## src/rtl/rpt_pkg.sv

```systemverilog
// Package for the regex pattern tokenizer: result record, token and status
// codes, character constants and queue sizing. No dependencies.
`default_nettype none

package rpt_pkg;

  localparam int DEPTH_BITS = 16;
  localparam int MAX_RES    = 3;
  localparam int RES_CNT_W  = 2;
  localparam int FIFO_DEPTH = 8;
  localparam int PTR_W      = 3;
  localparam int LVL_W      = 4;

  localparam logic [3:0] TK_LIT   = 4'd0;
  localparam logic [3:0] TK_OPEN  = 4'd1;
  localparam logic [3:0] TK_CLOSE = 4'd2;
  localparam logic [3:0] TK_ALT   = 4'd5;
  localparam logic [3:0] TK_STAR  = 4'd6;
  localparam logic [3:0] TK_PLUS  = 4'd7;
  localparam logic [3:0] TK_QUEST = 4'd8;
  localparam logic [3:0] TK_RANGE = 4'd9;
  localparam logic [3:0] TK_WILD  = 4'd10;
  localparam logic [3:0] TK_EMPTY = 4'd11;
  localparam logic [3:0] TK_SPACE = 4'd12;
  localparam logic [3:0] TK_FINAL = 4'd13;

  localparam logic [2:0] ST_OK            = 3'd0;
  localparam logic [2:0] ST_TRAIL_ESC     = 3'd1;
  localparam logic [2:0] ST_UNFINISHED    = 3'd2;
  localparam logic [2:0] ST_BAD_RANGE     = 3'd3;
  localparam logic [2:0] ST_STRAY_BRACKET = 3'd4;
  localparam logic [2:0] ST_EXTRA_CLOSE   = 3'd5;
  localparam logic [2:0] ST_EXTRA_OPEN    = 3'd6;
  localparam logic [2:0] ST_OPEN_QUOTE    = 3'd7;

  localparam logic [7:0] CH_BACKSLASH = 8'h5C;
  localparam logic [7:0] CH_QUOTE     = 8'h22;
  localparam logic [7:0] CH_LBRACKET  = 8'h5B;
  localparam logic [7:0] CH_RBRACKET  = 8'h5D;
  localparam logic [7:0] CH_LPAREN    = 8'h28;
  localparam logic [7:0] CH_RPAREN    = 8'h29;
  localparam logic [7:0] CH_BAR       = 8'h7C;
  localparam logic [7:0] CH_STAR      = 8'h2A;
  localparam logic [7:0] CH_PLUS      = 8'h2B;
  localparam logic [7:0] CH_QUEST     = 8'h3F;
  localparam logic [7:0] CH_DOT       = 8'h2E;
  localparam logic [7:0] CH_DASH      = 8'h2D;
  localparam logic [7:0] CH_LOW_S     = 8'h73;
  localparam logic [7:0] CH_LOW_E     = 8'h65;
  localparam logic [7:0] CH_LOW_T     = 8'h74;
  localparam logic [7:0] CH_LOW_R     = 8'h72;
  localparam logic [7:0] CH_LOW_N     = 8'h6E;
  localparam logic [7:0] CH_TAB       = 8'h09;
  localparam logic [7:0] CH_CR        = 8'h0D;
  localparam logic [7:0] CH_LF        = 8'h0A;

  typedef struct packed {
    logic [3:0] token;
    logic [7:0] first_char;
    logic [7:0] second_char;
    logic       starts_literal;
    logic [2:0] status;
    logic       last;
  } res_t;

  typedef struct packed {
    logic [RES_CNT_W-1:0]   count;
    res_t [MAX_RES-1:0]     item;
  } step_t;

  function automatic res_t mk_res(input logic [3:0] token, input logic [7:0] c1,
                                  input logic [7:0] c2, input logic start,
                                  input logic [2:0] status);
    res_t r;
    r.token          = token;
    r.first_char     = c1;
    r.second_char    = c2;
    r.starts_literal = start;
    r.status         = status;
    r.last           = 1'b0;
    return r;
  endfunction

endpackage

`default_nettype wire

```

## src/rtl/rpt_core.sv

```systemverilog
// Tokenizer state and per-byte step logic: turns one accepted byte into up
// to three results. Depends on rpt_pkg.
`default_nettype none

module rpt_core
  import rpt_pkg::*;
(
  input  wire logic       clk,
  input  wire logic       rst_n,
  input  wire logic       step_en,
  input  wire logic [7:0] ch,
  input  wire logic       end_of_text,
  output step_t           step
);

  typedef enum logic [2:0] {
    M_NORMAL, M_ESCAPE, M_RANGE1, M_RANGE2, M_RANGE3, M_RANGE4
  } mode_t;

  mode_t                 mode_r, mode_nxt;
  logic                  quotes_r, quotes_nxt;
  logic [7:0]            lo_r, lo_nxt;
  logic [7:0]            hi_r, hi_nxt;
  logic                  mal_r, mal_nxt;
  logic                  lit_r, lit_nxt;
  logic [DEPTH_BITS-1:0] depth_r, depth_nxt;
  logic [2:0]            err_r, err_nxt;

  always_comb begin
    logic [RES_CNT_W-1:0] cnt;
    res_t [MAX_RES-1:0]   res_v;
    logic [2:0]           st;
    mode_nxt   = mode_r;
    quotes_nxt = quotes_r;
    lo_nxt     = lo_r;
    hi_nxt     = hi_r;
    mal_nxt    = mal_r;
    lit_nxt    = lit_r;
    depth_nxt  = depth_r;
    err_nxt    = err_r;
    cnt        = '0;
    res_v      = '0;
    st         = ST_OK;

    if (err_r == ST_OK) begin
      unique case (mode_r)
        M_ESCAPE: begin
          mode_nxt = M_NORMAL;
          if (ch == CH_QUOTE || ch == CH_BACKSLASH) begin
            res_v[cnt] = mk_res(TK_LIT, ch, 8'd0, ~lit_nxt, ST_OK);
            lit_nxt = 1'b1;
            cnt = cnt + 2'd1;
          end else if (quotes_r) begin
            res_v[cnt] = mk_res(TK_LIT, CH_BACKSLASH, 8'd0, ~lit_nxt, ST_OK);
            lit_nxt = 1'b1;
            cnt = cnt + 2'd1;
            res_v[cnt] = mk_res(TK_LIT, ch, 8'd0, 1'b0, ST_OK);
            cnt = cnt + 2'd1;
          end else begin
            unique case (ch)
              CH_LOW_S: begin
                lit_nxt = 1'b0;
                res_v[cnt] = mk_res(TK_SPACE, 8'd0, 8'd0, 1'b0, ST_OK);
                cnt = cnt + 2'd1;
              end
              CH_LOW_E: begin
                lit_nxt = 1'b0;
                res_v[cnt] = mk_res(TK_EMPTY, 8'd0, 8'd0, 1'b0, ST_OK);
                cnt = cnt + 2'd1;
              end
              CH_LOW_T, CH_LOW_R, CH_LOW_N: begin
                res_v[cnt] = mk_res(TK_LIT, (ch == CH_LOW_T) ? CH_TAB :
                                    (ch == CH_LOW_R) ? CH_CR : CH_LF,
                                    8'd0, ~lit_nxt, ST_OK);
                lit_nxt = 1'b1;
                cnt = cnt + 2'd1;
              end
              default: begin
              end
            endcase
          end
        end
        M_RANGE1: begin
          lo_nxt   = ch;
          mode_nxt = M_RANGE2;
        end
        M_RANGE2: begin
          mal_nxt  = (ch != CH_DASH);
          mode_nxt = M_RANGE3;
        end
        M_RANGE3: begin
          hi_nxt   = ch;
          mode_nxt = M_RANGE4;
        end
        M_RANGE4: begin
          mode_nxt = M_NORMAL;
          if (mal_r || ch != CH_RBRACKET) begin
            err_nxt = ST_BAD_RANGE;
          end else begin
            res_v[cnt] = mk_res(TK_RANGE, lo_r, hi_r, 1'b0, ST_OK);
            cnt = cnt + 2'd1;
          end
        end
        M_NORMAL: begin
          if (ch == CH_BACKSLASH) begin
            mode_nxt = M_ESCAPE;
          end else if (ch == CH_QUOTE) begin
            quotes_nxt = ~quotes_r;
          end else if (quotes_r) begin
            res_v[cnt] = mk_res(TK_LIT, ch, 8'd0, ~lit_nxt, ST_OK);
            lit_nxt = 1'b1;
            cnt = cnt + 2'd1;
          end else begin
            unique case (ch)
              CH_LBRACKET: begin
                lit_nxt  = 1'b0;
                mode_nxt = M_RANGE1;
              end
              CH_RBRACKET: err_nxt = ST_STRAY_BRACKET;
              CH_LPAREN, CH_RPAREN, CH_BAR, CH_STAR, CH_PLUS, CH_QUEST,
              CH_DOT: begin
                lit_nxt = 1'b0;
                if (ch == CH_LPAREN) depth_nxt = depth_r + DEPTH_BITS'(1);
                if (ch == CH_RPAREN) depth_nxt = depth_r - DEPTH_BITS'(1);
                res_v[cnt] = mk_res((ch == CH_LPAREN) ? TK_OPEN :
                                    (ch == CH_RPAREN) ? TK_CLOSE :
                                    (ch == CH_BAR)    ? TK_ALT :
                                    (ch == CH_STAR)   ? TK_STAR :
                                    (ch == CH_PLUS)   ? TK_PLUS :
                                    (ch == CH_QUEST)  ? TK_QUEST : TK_WILD,
                                    8'd0, 8'd0, 1'b0, ST_OK);
                cnt = cnt + 2'd1;
              end
              default: begin
                res_v[cnt] = mk_res(TK_LIT, ch, 8'd0, ~lit_nxt, ST_OK);
                lit_nxt = 1'b1;
                cnt = cnt + 2'd1;
              end
            endcase
          end
        end
        default: mode_nxt = M_NORMAL;
      endcase
    end

    if (end_of_text) begin
      st = err_nxt;
      if (st == ST_OK) begin
        priority if (mode_nxt == M_ESCAPE) begin
          st = ST_TRAIL_ESC;
        end else if (mode_nxt != M_NORMAL) begin
          st = ST_UNFINISHED;
        end else if (depth_nxt != '0) begin
          st = depth_nxt[DEPTH_BITS-1] ? ST_EXTRA_CLOSE : ST_EXTRA_OPEN;
        end else if (quotes_nxt) begin
          st = ST_OPEN_QUOTE;
        end
      end
      res_v[cnt] = mk_res(TK_FINAL, 8'd0, 8'd0, 1'b0, st);
      cnt = cnt + 2'd1;
      mode_nxt   = M_NORMAL;
      quotes_nxt = 1'b0;
      lo_nxt     = 8'd0;
      hi_nxt     = 8'd0;
      mal_nxt    = 1'b0;
      lit_nxt    = 1'b0;
      depth_nxt  = '0;
      err_nxt    = ST_OK;
    end

    if (cnt != '0) res_v[cnt - 2'd1].last = 1'b1;
    step.count = cnt;
    step.item  = res_v;
  end

  always_ff @(posedge clk) begin
    if (!rst_n) begin
      mode_r   <= M_NORMAL;
      quotes_r <= 1'b0;
      lo_r     <= 8'd0;
      hi_r     <= 8'd0;
      mal_r    <= 1'b0;
      lit_r    <= 1'b0;
      depth_r  <= '0;
      err_r    <= ST_OK;
    end else if (step_en) begin
      mode_r   <= mode_nxt;
      quotes_r <= quotes_nxt;
      lo_r     <= lo_nxt;
      hi_r     <= hi_nxt;
      mal_r    <= mal_nxt;
      lit_r    <= lit_nxt;
      depth_r  <= depth_nxt;
      err_r    <= err_nxt;
    end
  end

endmodule

`default_nettype wire

```

## src/rtl/rpt_fifo.sv

```systemverilog
// Result queue: takes up to three results per cycle and hands them out one
// per cycle in order while pop is high. Depends on rpt_pkg.
`default_nettype none

module rpt_fifo
  import rpt_pkg::*;
(
  input  wire logic clk,
  input  wire logic rst_n,
  input  wire logic push,
  input  step_t     push_data,
  input  wire logic pop,
  output logic      room,
  output logic      not_empty,
  output res_t      head
);

  res_t             mem_r [FIFO_DEPTH];
  logic [PTR_W-1:0] wr_ptr_r, rd_ptr_r;
  logic [LVL_W-1:0] level_r, level_nxt;
  logic [LVL_W-1:0] push_n;

  assign push_n    = push ? LVL_W'(push_data.count) : '0;
  assign level_nxt = level_r + push_n - (pop ? LVL_W'(1) : LVL_W'(0));
  assign room      = (level_r <= LVL_W'(FIFO_DEPTH - MAX_RES));
  assign not_empty = (level_r != '0);
  assign head      = mem_r[rd_ptr_r];

  always_ff @(posedge clk) begin
    for (int i = 0; i < MAX_RES; i++) begin
      if (push && RES_CNT_W'(i) < push_data.count) begin
        mem_r[wr_ptr_r + PTR_W'(i)] <= push_data.item[i];
      end
    end
  end

  always_ff @(posedge clk) begin
    if (!rst_n) begin
      wr_ptr_r <= '0;
      rd_ptr_r <= '0;
      level_r  <= '0;
    end else begin
      wr_ptr_r <= wr_ptr_r + PTR_W'(push_n);
      if (pop) rd_ptr_r <= rd_ptr_r + PTR_W'(1);
      level_r <= level_nxt;
    end
  end

endmodule

`default_nettype wire

```

## src/rtl/regex_pattern_tokenizer.sv

```systemverilog
// Top level of the regex pattern tokenizer: step logic and result queue.
// Depends on rpt_pkg, rpt_core and rpt_fifo.
//
// Usage: pattern bytes enter on the in_ channel (in_ch, with in_end_of_text
// on the final byte of a pattern). Each accepted request yields zero to three
// result requests on the out_ channel; out_last marks the final result of a
// byte. The byte flagged end_of_text always yields a final status result and
// returns the tokenizer to its start state for the next pattern.
// Results of a byte enter the result queue when the byte is taken and are
// offered on the out_ channel in order behind any earlier results.
// Throughput: one byte per cycle while results drain at least as fast as
// they are made; the output port moves one result per cycle while out_ready
// is high. The eight-entry result queue sets the figure: in_ready is high
// while at least three entries are free.
// Reset: synchronous, active low; the queue empties and all tokenizer state
// returns to its start values.
// Stall: when out_ready is low the results wait in the queue; once it has
// fewer than three free entries, in_ready drops until results are taken.
`default_nettype none

module regex_pattern_tokenizer
  import rpt_pkg::*;
(
  input  wire logic       clk,
  input  wire logic       rst_n,
  input  wire logic       in_valid,
  output logic            in_ready,
  input  wire logic [7:0] in_ch,
  input  wire logic       in_end_of_text,
  output logic            out_valid,
  input  wire logic       out_ready,
  output logic [3:0]      out_token,
  output logic [7:0]      out_first_char,
  output logic [7:0]      out_second_char,
  output logic            out_starts_literal,
  output logic [2:0]      out_status,
  output logic            out_last
);

  logic  accept;
  logic  room;
  step_t step;
  res_t  head;

  assign in_ready = room;
  assign accept   = in_valid && room;

  rpt_core u_core (
    .clk         (clk),
    .rst_n       (rst_n),
    .step_en     (accept),
    .ch          (in_ch),
    .end_of_text (in_end_of_text),
    .step        (step)
  );

  rpt_fifo u_fifo (
    .clk       (clk),
    .rst_n     (rst_n),
    .push      (accept),
    .push_data (step),
    .pop       (out_valid && out_ready),
    .room      (room),
    .not_empty (out_valid),
    .head      (head)
  );

  assign out_token          = head.token;
  assign out_first_char     = head.first_char;
  assign out_second_char    = head.second_char;
  assign out_starts_literal = head.starts_literal;
  assign out_status         = head.status;
  assign out_last           = head.last;

endmodule

`default_nettype wire

```

## config.mk

```make
export PLATFORM = sky130hd
export DESIGN_NAME = regex_pattern_tokenizer
export DESIGN_NICKNAME = d
export VERILOG_FILES = /design/src/rtl/rpt_pkg.sv /design/src/rtl/rpt_core.sv /design/src/rtl/rpt_fifo.sv /design/src/rtl/regex_pattern_tokenizer.sv
export SDC_FILE = /design/constraint.sdc
export NUM_CORES = 1
export LEC_CHECK = 0
export BUFFER_PORTS_ARGS = -buffer_cell sky130_fd_sc_hd__clkbuf_2
export CAP_MARGIN = 15
export CORE_ASPECT_RATIO = 1.75
export CORE_MARGIN = 10
export CORE_UTILIZATION = 55
export DETAILED_ROUTE_END_ITERATION = 16
export PLACE_DENSITY_LB_ADDON = 0.08
export SLEW_MARGIN = 40
export SYNTH_ARGS = -nofsm -noshare
export SYNTH_HDL_FRONTEND = slang
export SYNTH_HIERARCHICAL = 1
export SYNTH_SLANG_ARGS = --single-unit
```

## constraint.sdc

```tcl
create_clock -name clk -period 12.3 [get_ports clk]
set_input_delay 2.46 -clock clk [delete_from_list [all_inputs] [get_ports clk]]
set_output_delay 2.46 -clock clk [all_outputs]
set_load 0.02 [all_outputs]
```

# Word-level counts from Yosys, hierarchy flattened
# Memory sizes are Yosys's and may differ from the RTL's. A register that Yosys moved wholly into a read port is not among the register bits.
# Index checks and enable logic that the tools add are counted.
# W data, S select, Z words.
word_totals:
  regBits: 51
  latch_bits: 0
  ram_bits: 200
  romBits: 0
  in_bits: 13
  out_inout_bits: 27
  wordCells: 196
  n_memories: 1
op_classes:
  addsub: 10
  multipliers: 0
  div_mod_pow: 0
  order_cmp: 8
  eq_ne: 28
  n_shift: 0
  n_mux: 105
  bitwise_logic: 2
  reduce_logical: 31
mem_list:
  columns: ["name", "depth", "width", "rd", "rd_ports_with_merged_regs", "write_ports", "line_no", "text"]
  rows:
  - ["u_fifo.mem_r", 8, 25, 1, 1, 3, "rpt_fifo.sv:18", "res_t mem_r [FIFO_DEPTH];"]
ops:
  columns: ["operator", "count"]
  rows:
  - ["$mux W25", 7]
  - ["$bwmux W75", 2]
  - ["$mux W75", 2]
  - ["$pmux W25 S3", 2]
  - ["$mux W16", 9]
  - ["$demux W25 S2", 2]
  - ["$eq A8 B7 Y1 const B", 9]
  - ["$mux W3", 22]
  - ["$mux W21", 3]
  - ["$eq A8 B6 Y1 const B", 7]
  - ["$mux W8", 7]
  - ["$mux W50", 1]
  - ["$pmux W25 S2", 1]
  - ["$mux W1", 26]
  - ["$mux W2", 10]
  - ["$mux W4", 5]
  - ["$add A16 B1 Y16 const B", 1]
  - ["$reduce_bool A16 Y1", 1]
  - ["$sub A16 B1 Y16 const B", 1]
  - ["$pmux W3 S4", 1]
  - ["$reduce_bool A2 Y1", 5]
  - ["$logic_not A3 Y1", 3]
  - ["$reduce_and A3 Y1", 3]
  - ["$ne A8 B6 Y1 const B", 1]
  - ["other kinds (33)", 53]

# Depth between registers and ports, before layout
depth:
  word_depth: 19
  depth_mapped: 20
  mapped_depth_nobuf: 18

# By module
# The synthesis kept the hierarchy.
by_module_without_submodules:
  columns: ["module", "n_inst", "cells_per_inst", "area_each_um2", "seq_area_each_um2"]
  rows:
  - ["rpt_fifo", 1, 1369, 12662.1, 6266.0]
  - ["rpt_core", 1, 601, 3988.8, 820.8]
  - ["regex_pattern_tokenizer", 1, 2, 12.5, 0.0]

# Least setup slack after synthesis
# Ideal clock, no wire load.
synth_timing:
  path_type: "input -> register"
  start: "input in_ch[7]"
  end: "memory u_fifo/mem_r[1][0] (netlist name) (enable)"
  setup_ns: 0.498
  t_arrival_ns: 6.189
  t_required_ns: 11.802
  path_slack_ns: 5.614
  stages: 16
  path_buffers: 4
  path_cell_list: "or4b_4 -> or4_1 -> nand2_1 -> clkbuf_1 -> nand2_1 -> nand3_1 -> nand2_1 -> ha_1 -> nand2_1 -> o21ai_0 -> buf_2 -> and4_1 -> clkbuf_1 -> nand3_1 -> clkbuf_1 -> nand3_1"
synth_rtl:
  columns: ["element", "line_no", "text"]
  rows:
  - ["from (decl)", "regex_pattern_tokenizer.sv:28", "input wire logic [7:0] in_ch,"]
  - ["to (decl)", "rpt_fifo.sv:18", null]

==> results.md <==
* Crit-path slowest cell: nand3_2
* Post-synth top area share at between 30 and 40%
* Netlist cell types at 76
* Synth area leaders: edfxtp_1 (36%), nand2_1 (11%), a31oi_1 (7.7%)
* Drt pass-1 iters at 8
* Syn Inst Count at 1972
* Setup TNS at 0 ns
* Min-Delay Path Class: flip-flop to flip-flop
* Ys async rst share at 0%
* Pleak at approximately 6.3 nW
* Area grow syn2layout at 5.55%
* Crit path cell chain: clkbuf_2 -> or4bb_1 -> nor4_1 -> and3_1 -> a21oi_1 -> nand3_1 -> nand2_1 -> ha_1 -> nand2_1 -> o21ai_0 -> buf_4 -> nand3_1 -> or3_2 -> nand3_2
* Worst-margin pin slew at approximately 0.93 ns
* Hold Vio Cnt, Final at 0
* Via count at between 10000 and 15000
* Diode count at 0
* RSZ-0062 raised after global routing: no
* Syn. warnings at 6
* CORE AREA at ~0.03 mm2
* Top_reg_cell synth: edfxtp_1
* Initial antenna violation count at 0
* Num rows at 84
* Routed WL per cell at around 24 um
* CTS tree: yes
* DR DRC count at 0
* #FFs+latches synth at roughly 250
* Seq/Total Area, Yosys at between 40% and 50%
* Die Span Y at between 200 and 300 um
* DIE WIDTH at around 150 um
* First-pass GRT wire length at slightly above 80000 um
* Clk_skew at about 0.016 ns
* Gr usage total at 28.2%
* Detailed Route Iter0 Violations at approximately 1400
* Setup CP Type: primary input to flip-flop
* Setup Buffers After CTS at 0
* # nets final at ~1900
* Number of global-route vias before repair at between 10000 and 15000
* Top fanout value on the critical path at 26
* Clock root cell: clkbuf_16
* Slew Limit Fails at 0
* EDFF count, synth at 200
* Clk sinks at 254
* Hold slack at about 0.52 ns
* Hpwl dp at between 30000 and 40000 um
* Max transition margin at between 30% and 40%
* Commonest cells in the netlist: nand2_1 (474), nor2_1 (292), a31oi_1 (206), edfxtp_1 (200), clkbuf_1 (90)
* Share of cells above drive strength 1 at between 10% and 20%
* Vias/cell at between 6 and 7
* DIE AREA at between 0.03 and 0.04 mm2
* Final worst path period share at roughly 57%
* H-Tree Depth at 1
* Fmax at 144 MHz
* Dpl cell area at 0.0167 mm2
* # IOs at 40
* Startpoint Class: primary input
* CP required at 12.33 ns
* Arr. time, crit path at between 6 and 7 ns
* Syn Std Cell Area at ~0.017 mm2
* Global placer's final weighted congestion at about 0.96
* Top-count cell post-synth: nand2_1
* Initial core utilization at 55.6%
* Final setup violation count at 0
* Routed wire length at 53800 um
* Area leader, netlist: edfxtp_1
* Worst VDD drop at approximately 120 uV
* Max-cap violations at 0
* Post-CTS resize count at 0
* GRT overflow at 0
* Crit. End Element: flip-flop
* CTS hold repair buffers at 0
* Outcome: completed
* Port Buf Inserts at 39
* Min cycle time layout at ~7 ns
* Post-Syn Area per Cell at 8.45 um2
* CP max stage delay at roughly 0.80 ns
* Largest net degree at the start of global routing at 52
* DRT antenna net count at 0
* Clk slew on worst S/H paths at approximately 0.07 ns
* Clk buf depth at 3
* Later-pin clock latency in the skew report at about 0.55 ns
* Number of buffers created by CTS at 24
* Finished Cell Area at 0.0176 mm2
* Power Dens Cells at around 150 mW/mm2
[flip-flops by register name (all words and copies together) (netlist names), named ones only]
signal and cells:
u_core/hi_r 8, u_fifo/level_r 4, u_core/mal_r 1, u_core/mode_r 3
u_core/lo_r 8, u_core/quotes_r 1, u_core/depth_r 16, u_core/err_r 3
u_fifo/rd_ptr_r 3, u_core/lit_r 1, u_fifo/mem_r 200, u_fifo/wr_ptr_r 3
[cell families after synthesis]
logic type | synth area share [%]
simple gates | 25.5
compound gates | 13.2
buf+inv | 7.70
flops | 42.5
mux | 8.70
xor+xnor | 1.04
fa+ha+maj | 1.37
other cells | 0.0225
[routing by layer]
metal  track usage (%)  vias to the layer above  part of all wire [%]
met3              3.14                      179                   7.8
li1                  -                     6663                     -
met5                 0                        -                     0
met1              32.9                     6731                    34
met4              15.1                        0                   6.1
met2              49.0                      763                    52
[where the power goes]
part / internal [mW] / switching [mW]
combinational: 0.285 / 0.441
clock: 0.456 / 0.332
sequential: 1.02 / 0.0359
total: 1.77 / 0.809
[worst paths after layout]
path                            cells after the start                            end  slack, ns                     startpoint
worst max register to register                     10   u_fifo/mem_r[0][1]$_DFFE_PP_       7.61  u_core/mode_r[0]$_SDFFE_PN0P_
worst max-delay path                               14  u_fifo/mem_r[0][18]$_DFFE_PP_       5.34                       in_ch[4]
worst min-delay path                                2    u_core/hi_r[7]$_SDFFE_PN0P_       0.52    u_core/hi_r[7]$_SDFFE_PN0P_
worst min register to register                      2    u_core/hi_r[7]$_SDFFE_PN0P_       0.52    u_core/hi_r[7]$_SDFFE_PN0P_
[stage by stage]
step / setup slack, ns / cells / util (%) / power (mW)
after floorplan: 5.61 / 1999 / - / 1.58
after global placement: 4.41 / 2202 / 55.3 / 1.77
after detailed placement: 4.48 / 2207 / 55.8 / 1.80
after CTS: 5.03 / 2249 / 58.6 / 2.59
after global routing: 4.94 / 2250 / 58.7 / 2.69
final: 5.34 / 2250 / 58.7 / 2.57
[worst max-delay path: cells and delay by family]
family / cells / cell delay [ns]
and+or+nand+nor: 9 / 3.54
adders and majority gates: 1 / 0.34
buffers and inverters: 2 / 0.45
AOI/OAI and AO/OA: 2 / 0.18
[cell type report]
class	count	area (um2)
clock inverters	16	203
fillers	2663	12400
clock buffers	26	629
repair buffers	68	443
well taps	387	484
flip-flops and latches	254	7090
multi-input cells	1469	8620
inverters	30	113
[placed cells by master (no fill, tap or decap), drive strengths merged, types with 4 or more instances in the layout]
cell / n
clkinvlp: 6
mux4: 50
inv: 31
nand4: 10
nand2: 474
and3: 6
or3: 20
and4: 4
o21ai: 37
xnor2: 11
a31oi: 206
conb: 28
dfxtp: 54
xor2: 7
ha: 15
or4: 8
and2: 26
nand2b: 8
clkinv: 5
nand3: 33
a211oi: 4
or3b: 4
mux2: 26
clkbuf: 65
edfxtp: 200
a22oi: 24
bufinv: 4
nor3: 40
a221oi: 4
a21oi: 48
buf: 29
nor4: 16
nor2: 292
nor2b: 12
Note: power is estimated with default switching activity, not from simulation.
